## src/hw/rtl/indexed_fifo_queue_top_defines.svh

```systemverilog
// ============================================================================
// Indexed FIFO queue assertion macros
// Concurrent assertion wrappers; define ASSERT_OFF to compile them out.
// ============================================================================
`ifndef INDEXED_FIFO_QUEUE_TOP_DEFINES_SVH
`define INDEXED_FIFO_QUEUE_TOP_DEFINES_SVH

`ifndef ASSERT_OFF

// Consequent must hold in the same cycle as the antecedent
`define IFQ_ASSERT_IMPLIES(label, clk, rst_n, ante, cons, msg) \
    label: assert property (@(posedge clk) disable iff (!rst_n) (ante) |-> (cons)) \
        else $error(msg);

// Condition must never be seen
`define IFQ_ASSERT_NEVER(label, clk, rst_n, cond, msg) \
    label: assert property (@(posedge clk) disable iff (!rst_n) !(cond)) \
        else $error(msg);

`else

`define IFQ_ASSERT_IMPLIES(label, clk, rst_n, ante, cons, msg)
`define IFQ_ASSERT_NEVER(label, clk, rst_n, cond, msg)

`endif

`endif

```

## src/hw/rtl/ifq_pkg.sv

```systemverilog
// ============================================================================
// Indexed FIFO queue package
// Sizes, operation and status codes, control types and the ring slot helper.
// ============================================================================
`timescale 1ns / 1ps

package ifq_pkg;

    // Storage size
    localparam int DEPTH      = 16;
    localparam int DATA_WIDTH = 8;

    // Port field widths
    localparam int OP_W     = 2;
    localparam int DATA_W   = 8;
    localparam int IDX_W    = 4;
    localparam int STATUS_W = 2;
    localparam int RD_W     = 8;
    localparam int ECNT_W   = 5;

    // Derived internal widths
    localparam int PTR_W = $clog2(DEPTH);
    localparam int CNT_W = $clog2(DEPTH + 1);
    localparam int POS_W = (IDX_W > CNT_W) ? IDX_W : CNT_W;
    localparam int SUM_W = POS_W + 1;

    typedef enum logic [OP_W-1:0] {
        OP_ENQ  = 2'd0,
        OP_DEQ  = 2'd1,
        OP_UPD  = 2'd2,
        OP_SWAP = 2'd3
    } t_op;

    typedef enum logic [STATUS_W-1:0] {
        ST_OK        = 2'd0,
        ST_FULL      = 2'd1,
        ST_EMPTY     = 2'd2,
        ST_NOT_FOUND = 2'd3
    } t_status;

    // Write address/data source
    typedef enum logic [1:0] {
        WR_REQ,
        WR_SWAP_A,
        WR_SWAP_B
    } t_wr_sel;

    typedef enum logic [1:0] {
        S_IDLE,
        S_EXEC,
        S_SWAP_B
    } t_state;

    // Controller -> datapath
    typedef struct packed {
        logic    capture;
        logic    wr_en;
        t_wr_sel wr_sel;
        logic    commit;
    } t_dp_cmd;

    // Datapath -> controller
    typedef struct packed {
        t_status code;
        logic    req_write;
        logic    swap_move;
    } t_dp_status;

    // Ring slot of a position counted from the head
    function automatic logic [PTR_W-1:0] slot_of(input logic [PTR_W-1:0] head,
                                                 input logic [POS_W-1:0] pos);
        logic [SUM_W-1:0] sum;
        sum = SUM_W'(head) + SUM_W'(pos);
        if (sum >= SUM_W'(DEPTH)) begin
            sum = sum - SUM_W'(DEPTH);
        end
        return sum[PTR_W-1:0];
    endfunction

endpackage

```

## src/hw/rtl/ifq_datapath.sv

```systemverilog
// ============================================================================
// Indexed FIFO queue datapath
// Request capture, ring storage, head/count, checks and result register.
// ============================================================================
`timescale 1ns / 1ps

module ifq_datapath
    import ifq_pkg::*;
(
    input  logic                i_clk,
    input  logic                i_rst_n,
    input  t_dp_cmd             i_cmd,
    output t_dp_status          o_status,
    input  logic [OP_W-1:0]     i_operation,
    input  logic [DATA_W-1:0]   i_data,
    input  logic [IDX_W-1:0]    i_index_a,
    input  logic [IDX_W-1:0]    i_index_b,
    output logic [STATUS_W-1:0] o_status_code,
    output logic [RD_W-1:0]     o_read_data,
    output logic [ECNT_W-1:0]   o_entry_count
);

    logic [DATA_WIDTH-1:0] r_mem [DEPTH];

    t_op                   r_op;
    logic [DATA_WIDTH-1:0] r_data;
    logic [IDX_W-1:0]      r_ia;
    logic [IDX_W-1:0]      r_ib;
    logic [PTR_W-1:0]      r_slot_a;
    logic [PTR_W-1:0]      r_slot_b;
    logic [DATA_WIDTH-1:0] r_rd_a;
    logic [DATA_WIDTH-1:0] r_rd_b;
    logic [PTR_W-1:0]      r_head;
    logic [CNT_W-1:0]      r_count;
    logic [PTR_W-1:0]      n_head;
    logic [CNT_W-1:0]      n_count;

    logic [STATUS_W-1:0]   r_res_status;
    logic [RD_W-1:0]       r_res_data;
    logic [ECNT_W-1:0]     r_res_count;

    logic [PTR_W-1:0]      w_rd_addr_a;
    logic [PTR_W-1:0]      w_rd_addr_b;
    logic [PTR_W-1:0]      w_wr_addr;
    logic [DATA_WIDTH-1:0] w_wr_data;
    logic                  w_empty;
    logic                  w_full;
    logic                  w_a_bad;
    logic                  w_b_bad;
    t_status               w_code;
    logic [RD_W-1:0]       w_res_data;

    // Read slots from the incoming request; dequeue reads the head
    always_comb begin
        if (t_op'(i_operation) == OP_DEQ) begin
            w_rd_addr_a = r_head;
        end else begin
            w_rd_addr_a = slot_of(r_head, POS_W'(i_index_a));
        end
        w_rd_addr_b = slot_of(r_head, POS_W'(i_index_b));
    end

    // Request capture
    always_ff @(posedge i_clk) begin
        if (i_cmd.capture) begin
            r_op     <= t_op'(i_operation);
            r_data   <= DATA_WIDTH'(i_data);
            r_ia     <= i_index_a;
            r_ib     <= i_index_b;
            r_slot_a <= w_rd_addr_a;
            r_slot_b <= w_rd_addr_b;
        end
    end

    // Checks against the current count
    always_comb begin
        w_empty = (r_count == '0);
        w_full  = (r_count == CNT_W'(DEPTH));
        w_a_bad = (POS_W'(r_ia) >= POS_W'(r_count));
        w_b_bad = (POS_W'(r_ib) >= POS_W'(r_count));
        case (r_op)
            OP_ENQ:  w_code = w_full ? ST_FULL : ST_OK;
            OP_DEQ:  w_code = w_empty ? ST_EMPTY : ST_OK;
            OP_UPD:  w_code = w_empty ? ST_EMPTY : (w_a_bad ? ST_NOT_FOUND : ST_OK);
            OP_SWAP: w_code = w_empty ? ST_EMPTY :
                              ((w_a_bad || w_b_bad) ? ST_NOT_FOUND : ST_OK);
            default: w_code = ST_OK;
        endcase
    end

    assign o_status.code      = w_code;
    assign o_status.req_write = (w_code == ST_OK) && ((r_op == OP_ENQ) || (r_op == OP_UPD));
    assign o_status.swap_move = (w_code == ST_OK) && (r_op == OP_SWAP) && (r_ia != r_ib);

    // Write port source
    always_comb begin
        case (i_cmd.wr_sel)
            WR_REQ: begin
                w_wr_addr = (r_op == OP_ENQ) ? slot_of(r_head, POS_W'(r_count)) : r_slot_a;
                w_wr_data = r_data;
            end
            WR_SWAP_A: begin
                w_wr_addr = r_slot_a;
                w_wr_data = r_rd_b;
            end
            WR_SWAP_B: begin
                w_wr_addr = r_slot_b;
                w_wr_data = r_rd_a;
            end
            default: begin
                w_wr_addr = r_slot_a;
                w_wr_data = r_data;
            end
        endcase
    end

    // Entry memory: one write port, two registered read ports
    always_ff @(posedge i_clk) begin
        if (i_cmd.wr_en) begin
            r_mem[w_wr_addr] <= w_wr_data;
        end
        if (i_cmd.capture) begin
            r_rd_a <= r_mem[w_rd_addr_a];
            r_rd_b <= r_mem[w_rd_addr_b];
        end
    end

    // Head and count after the step
    always_comb begin
        n_head  = r_head;
        n_count = r_count;
        if (w_code == ST_OK) begin
            case (r_op)
                OP_ENQ: n_count = r_count + 1'b1;
                OP_DEQ: begin
                    n_head  = (r_head == PTR_W'(DEPTH - 1)) ? '0 : r_head + 1'b1;
                    n_count = r_count - 1'b1;
                end
                default: ;
            endcase
        end
    end

    always_ff @(posedge i_clk) begin
        if (!i_rst_n) begin
            r_head  <= '0;
            r_count <= '0;
        end else if (i_cmd.commit) begin
            r_head  <= n_head;
            r_count <= n_count;
        end
    end

    // Result payload
    always_comb begin
        if (r_op == OP_DEQ && w_code == ST_OK) begin
            w_res_data = RD_W'(r_rd_a);
        end else if (r_op == OP_DEQ) begin
            w_res_data = RD_W'({DATA_WIDTH{1'b1}});
        end else begin
            w_res_data = '0;
        end
    end

    always_ff @(posedge i_clk) begin
        if (i_cmd.commit) begin
            r_res_status <= w_code;
            r_res_data   <= w_res_data;
            r_res_count  <= ECNT_W'(n_count);
        end
    end

    assign o_status_code = r_res_status;
    assign o_read_data   = r_res_data;
    assign o_entry_count = r_res_count;

endmodule

```

## src/hw/rtl/ifq_ctrl.sv

```systemverilog
// ============================================================================
// Indexed FIFO queue controller
// Sequences capture, memory writes and result commit; owns the output valid.
// ============================================================================
`timescale 1ns / 1ps

module ifq_ctrl
    import ifq_pkg::*;
(
    input  logic       i_clk,
    input  logic       i_rst_n,
    input  logic       i_in_valid,
    output logic       o_in_stall,
    output logic       o_out_valid,
    input  logic       i_out_stall,
    input  t_dp_status i_status,
    output t_dp_cmd    o_cmd
);

    t_state r_state;
    t_state n_state;
    logic   r_out_valid;
    logic   n_out_valid;
    logic   w_out_free;

    // Result register can take a new value this cycle
    assign w_out_free = !r_out_valid || !i_out_stall;

    always_ff @(posedge i_clk) begin
        if (!i_rst_n) begin
            r_state     <= S_IDLE;
            r_out_valid <= 1'b0;
        end else begin
            r_state     <= n_state;
            r_out_valid <= n_out_valid;
        end
    end

    // Next state and commands
    always_comb begin
        n_state       = r_state;
        n_out_valid   = r_out_valid && i_out_stall;
        o_cmd.capture = 1'b0;
        o_cmd.wr_en   = 1'b0;
        o_cmd.wr_sel  = WR_REQ;
        o_cmd.commit  = 1'b0;
        case (r_state)
            S_IDLE: begin
                if (i_in_valid) begin
                    o_cmd.capture = 1'b1;
                    n_state       = S_EXEC;
                end
            end
            S_EXEC: begin
                if (i_status.swap_move) begin
                    // first half of swap: slot A takes B's data
                    o_cmd.wr_en  = 1'b1;
                    o_cmd.wr_sel = WR_SWAP_A;
                    n_state      = S_SWAP_B;
                end else if (w_out_free) begin
                    o_cmd.wr_en  = i_status.req_write;
                    o_cmd.commit = 1'b1;
                    n_out_valid  = 1'b1;
                    n_state      = S_IDLE;
                end
            end
            S_SWAP_B: begin
                if (w_out_free) begin
                    o_cmd.wr_en  = 1'b1;
                    o_cmd.wr_sel = WR_SWAP_B;
                    o_cmd.commit = 1'b1;
                    n_out_valid  = 1'b1;
                    n_state      = S_IDLE;
                end
            end
            default: n_state = S_IDLE;
        endcase
    end

    assign o_in_stall  = (r_state != S_IDLE);
    assign o_out_valid = r_out_valid;

endmodule

```

## src/hw/rtl/indexed_fifo_queue_top.sv

```systemverilog
// ============================================================================
// Indexed FIFO queue top level
// Bounded FIFO with enqueue, dequeue, update and swap by position from head.
// ============================================================================
// One request is handled at a time and gives one result transfer carrying
// status, dequeued data and the entry count after the step. For enqueue,
// dequeue, update and every failing request, the request is captured with its
// memory read at the input transfer, and the execute state then checks it and
// registers the result. A swap of two distinct positions goes through execute
// and a second swap state before its result is registered, because the entry
// memory has a single write port and the two slots are written in turn. A new
// request is taken the cycle after the result is registered, even while that
// result still waits on the output; a request only stalls in execute or in the
// second swap state when the previous result is still held.
`timescale 1ns / 1ps
`include "indexed_fifo_queue_top_defines.svh"

module indexed_fifo_queue_top
    import ifq_pkg::*;
(
    input  logic                i_clk,
    input  logic                i_rst_n,
    input  logic                i_in_valid,
    output logic                o_in_stall,
    input  logic [OP_W-1:0]     i_operation,
    input  logic [DATA_W-1:0]   i_data,
    input  logic [IDX_W-1:0]    i_index_a,
    input  logic [IDX_W-1:0]    i_index_b,
    output logic                o_out_valid,
    input  logic                i_out_stall,
    output logic [STATUS_W-1:0] o_status,
    output logic [RD_W-1:0]     o_read_data,
    output logic [ECNT_W-1:0]   o_entry_count
);

    t_dp_cmd    w_cmd;
    t_dp_status w_dp_status;

    ifq_ctrl u_ctrl (
        .i_clk       (i_clk),
        .i_rst_n     (i_rst_n),
        .i_in_valid  (i_in_valid),
        .o_in_stall  (o_in_stall),
        .o_out_valid (o_out_valid),
        .i_out_stall (i_out_stall),
        .i_status    (w_dp_status),
        .o_cmd       (w_cmd)
    );

    ifq_datapath u_datapath (
        .i_clk         (i_clk),
        .i_rst_n       (i_rst_n),
        .i_cmd         (w_cmd),
        .o_status      (w_dp_status),
        .i_operation   (i_operation),
        .i_data        (i_data),
        .i_index_a     (i_index_a),
        .i_index_b     (i_index_b),
        .o_status_code (o_status),
        .o_read_data   (o_read_data),
        .o_entry_count (o_entry_count)
    );

    // A commit never overwrites a result that is still held
    `IFQ_ASSERT_IMPLIES(a_no_result_overwrite, i_clk, i_rst_n, w_cmd.commit, !o_out_valid || !i_out_stall, "result overwritten while stalled")

    // Second swap write goes out together with the commit
    `IFQ_ASSERT_IMPLIES(a_swap_order, i_clk, i_rst_n, w_cmd.wr_en && (w_cmd.wr_sel == WR_SWAP_B), w_cmd.commit, "second swap write without commit")

    // Output valid rises only from a commit
    `IFQ_ASSERT_IMPLIES(a_valid_from_commit, i_clk, i_rst_n, $rose(o_out_valid), $past(w_cmd.commit), "result valid without commit")

    // Reported count stays within the depth
    `IFQ_ASSERT_NEVER(a_count_range, i_clk, i_rst_n, o_out_valid && (o_entry_count > ECNT_W'(DEPTH)), "entry count above depth")

endmodule

```

## config.mk

```make
export PLATFORM = sky130hd
export DESIGN_NAME = indexed_fifo_queue_top
export DESIGN_NICKNAME = d
export VERILOG_FILES = /design/src/hw/rtl/ifq_pkg.sv /design/src/hw/rtl/ifq_datapath.sv /design/src/hw/rtl/ifq_ctrl.sv /design/src/hw/rtl/indexed_fifo_queue_top.sv
export VERILOG_INCLUDE_DIRS = /design/src /design/src/hw/rtl
export SDC_FILE = /design/constraint.sdc
export NUM_CORES = 1
export LEC_CHECK = 0
export BUFFER_PORTS_ARGS = -buffer_cell sky130_fd_sc_hd__buf_4
export CORE_ASPECT_RATIO = 0.75
export CORE_MARGIN = 2
export CORE_UTILIZATION = 48
export CTS_CLUSTER_SIZE = 28
export DETAILED_ROUTE_END_ITERATION = 16
export HOLD_SLACK_MARGIN = 0.02
export PLACE_DENSITY = 0.75
export SETUP_SLACK_MARGIN = 0.2
export SLEW_MARGIN = 20
export SYNTH_ARGS = -nofsm -noshare
export SYNTH_HDL_FRONTEND = slang
export SYNTH_HIERARCHICAL = 1
export SYNTH_SLANG_ARGS = --single-unit
```

## constraint.sdc

```tcl
create_clock -name i_clk -period 12.2 [get_ports i_clk]
set_input_delay 0.61 -clock i_clk [delete_from_list [all_inputs] [get_ports i_clk]]
set_output_delay 0.61 -clock i_clk [all_outputs]
set_load 0.01 [all_outputs]
```

==> impl_results.md <==
* Status: finished, final reports clean
* Simple-gate share of the synthesized area at 5.623%
* CP Launch Type: flop
* Die Wd at 168.4 µm
* H-tree lvl count at 4
* Hold path cells at 1
* Combinational Power Share at 8.9%
* Synth Area in XOR/XNOR at 1.698%
* Worst rel slew slack at 31.38%
* Via count at 5793
* Gr usage total at 22.14%
* Synth Area in Compound Gates at 5.906%
* Reg-to-Reg Start: u_datapath/r_count[2]
* TritonRoute pass-1 iters at 6
* Clock Root Buffer: clkbuf_16
* Mapped cell area at 9724 µm²
* Vias in the first global route at 5743
* RePlAce Congestion at 0.9179
* Port bufs at 38
* Synth Area in Adders at 4.426%
* Unrepaired setup endpoints after global routing: no
* Mux cell area share after synthesis at 20.17%
* Critical path class: flop to flop
* Worst VDD drop at 95.03 µV
* Arrival @ worst endpoint at 5.81 ns
* Synth cell types at 61
* Post-DR wirelength/cell at 24.59 µm
* Crit path from: u_datapath/r_count[2]
* Sequential Power Share at 53.9%
* CTS tree: yes
* Leakage power at 0.003971 µW
* Worst slew pin tran at 1.029 ns
* NetSw at 326.4 µW
* Hold Slack at 0.3496 ns
* Synth async-reset ratio at 0%
* Post-route total power at 1420 µW
* Final setup vio count at 0
* First-pass GRT wire length at 34.49 mm
* Yosys warning count at 6
* Register bit total from synthesis at 197
* Iter 0 DRT Violations at 559
* Switching share of total power at 23.00%
* Area fraction of the dominant cell type after synthesis at 57.13%
* Starting Density at 48.51%
* Remaining DRCs at 0
* Max-capacitance violation count at 0
* Routed WL at 22.79 mm
* R2R depth at 16
* Hold Violations, Final at 0
* Remaining Overflow, GRT at 0
* Tmin final at 5.754 ns
* Num CTS Buffers at 17
* Row cnt at 45
* Clock Latency Late Sink at 0.44 ns
* CTS hold repair buffers at 0
* ANT nets after route at 0
* Post-synth EDFFs at 185
* Critical path fanouts, max at 11
* Syn_area_per_cell at 15.81 µm²
* HPWL after DPL at 15.67 mm
* Top_reg_cell synth: edfxtp_1
* Worst Skew at 0.008221 ns
* Final core utilization at 54.14%
* Commonest non-fill, non-tap cell in the layout: edfxtp_1
* CORE AREA at 20040 µm²
* Worst setup EP type: flop
* Die Ht at 127.3 µm
* Fmax at 173.8 MHz
* Clock transition at path regs at 0.07 ns
* CTS max path bufs at 2
* CTS resizes at 0
* Synth area leader: edfxtp_1
* Initial antenna violation count at 0
* Ratio of cells with drive above 1 in the final layout at 23.20%
* Commonest non-fill, non-tap cells in the layout: edfxtp_1 (185), mux2i_1 (63), mux4_2 (56), nor2_1 (50), buf_4 (49)
* Final Cycle Share at 47.16%
* Net Count, Synth at 669
* Setup TNS at 0 ns
* Layout area overhead at 11.59%
* Cell Pwr Density at 130.8 nW/µm²
* Setup bufs post-CTS at 0
* DIE AREA at 21430 µm²
* Vias per inst at 6.249
* Hold WC Path Type: input port to flop
* Ports at 39
* Critical Path RT at 12.26 ns
* Fin. max-slew vios at 0
* Pint at 1093 µW
* Post-Synthesis Cells at 615
* Largest family of logic cells by synthesized area: multiplexers
* Sequential area share after synthesis at 59.60%
* Largest net degree at the start of global routing at 43
* Hold_sp: i_data[5]
* Top cells by area, synth: edfxtp_1 (57%), mux4_2 (13%), mux2i_1 (6.5%)
* Fin nets at 709
* Clock power share at 37.2%
* TritonCTS Sinks at 197
-- cells in the mapped netlist, drive strengths merged, types with 12 or more instances --
library cell / count
ha: 28
mux4: 56
nor2b: 15
inv: 24
a21oi: 29
nand2: 14
edfxtp: 185
mux2i: 65
nor2: 52
buf: 17
dfxtp: 12
-- worst max-delay path: stages (launching register included) --
cell and delay, ns:
dfxtp_1 0.49, inv_1 0.11, ha_1 0.32, a211o_1 0.13, a31oi_1 0.04, o32a_1 0.41
a22oi_1 0.78, nor3_1 0.27, and3_1 0.25, inv_1 0.08, ha_1 0.29, inv_1 0.10
nor3_1 0.32, a21oi_1 0.12, a222oi_1 0.53, nand3_1 0.30, nor2_1 0.82
-- cell families (layout without fill, tap and decap cells) --
group	after synthesis	after routing
multiplexers	124	124
flip-flops	197	197
XOR/XNOR	18	18
AND/OR/NAND/NOR	110	110
AO/OA/AOI/OAI	82	82
buffers and inverters	52	105
adder cells (fa/ha/maj)	32	32
other	0	1
-- power groups by stage --
stage,Combinational [µW],Sequential (µW),Clock (µW)
after floorplan,85.2,776,0
after global placement,121,779,0
after detailed placement,125,779,0
after CTS,125,765,535
after global routing,136,766,562
final,126,765,528
-- registers in the layout, summed over array words and instances, names as in the netlist --
register                  flops
u_datapath/r_data             8
u_datapath/r_ia               4
u_ctrl/o_out_valid            1
u_datapath/r_ib               4
u_datapath/r_mem            128
u_datapath/r_rd_b             8
u_datapath/o_read_data        8
u_datapath/r_slot_b           4
u_datapath/r_head             4
u_ctrl/r_state                2
u_datapath/o_entry_count      5
u_datapath/r_count            5
u_datapath/r_op               2
u_datapath/r_rd_a             8
u_datapath/r_slot_a           4
u_datapath/o_status_code      2
-- layer usage --
layer  share of wire [%]  GRT usage, %  wire (µm)
met1                  43         32.28       9839
met2                  44         31.74      10070
met3                  11         7.497       2525
met4                 1.5         6.694        351
met5                   0             0          0
-- path summary, 6_finish.rpt --
path,endpoint,slack (ns)
worst min-delay path,u_datapath/r_data[5],0.35
worst max register to register,u_datapath/r_mem[2][3],6.45
worst min register to register,u_ctrl/r_state[1],0.55
worst max-delay path,u_datapath/r_mem[2][3],6.45
-- final cells by class --
class / instances / area, µm²
inverter: 24 / 90.09
clock inverter: 10 / 71.32
fill: 1568 / 9193
sequential: 197 / 5796
timing repair buffer: 49 / 367.9
antenna: 1 / 2.502
clock buffer: 22 / 484.2
tap: 258 / 322.8
multi-input combinational: 366 / 3717
-- metrics by stage --
step / worst slack (ns) / instance area (µm²) / cells
after floorplan: 8.065 / 9724 / 615
after global placement: 7.012 / 10290 / 894
after detailed placement: 6.686 / 10290 / 894
after CTS: 6.607 / 10850 / 926
after global routing: 6.142 / 10850 / 926
final: 6.446 / 10850 / 927
No activity file was read; power rests on OpenSTA's default activity.
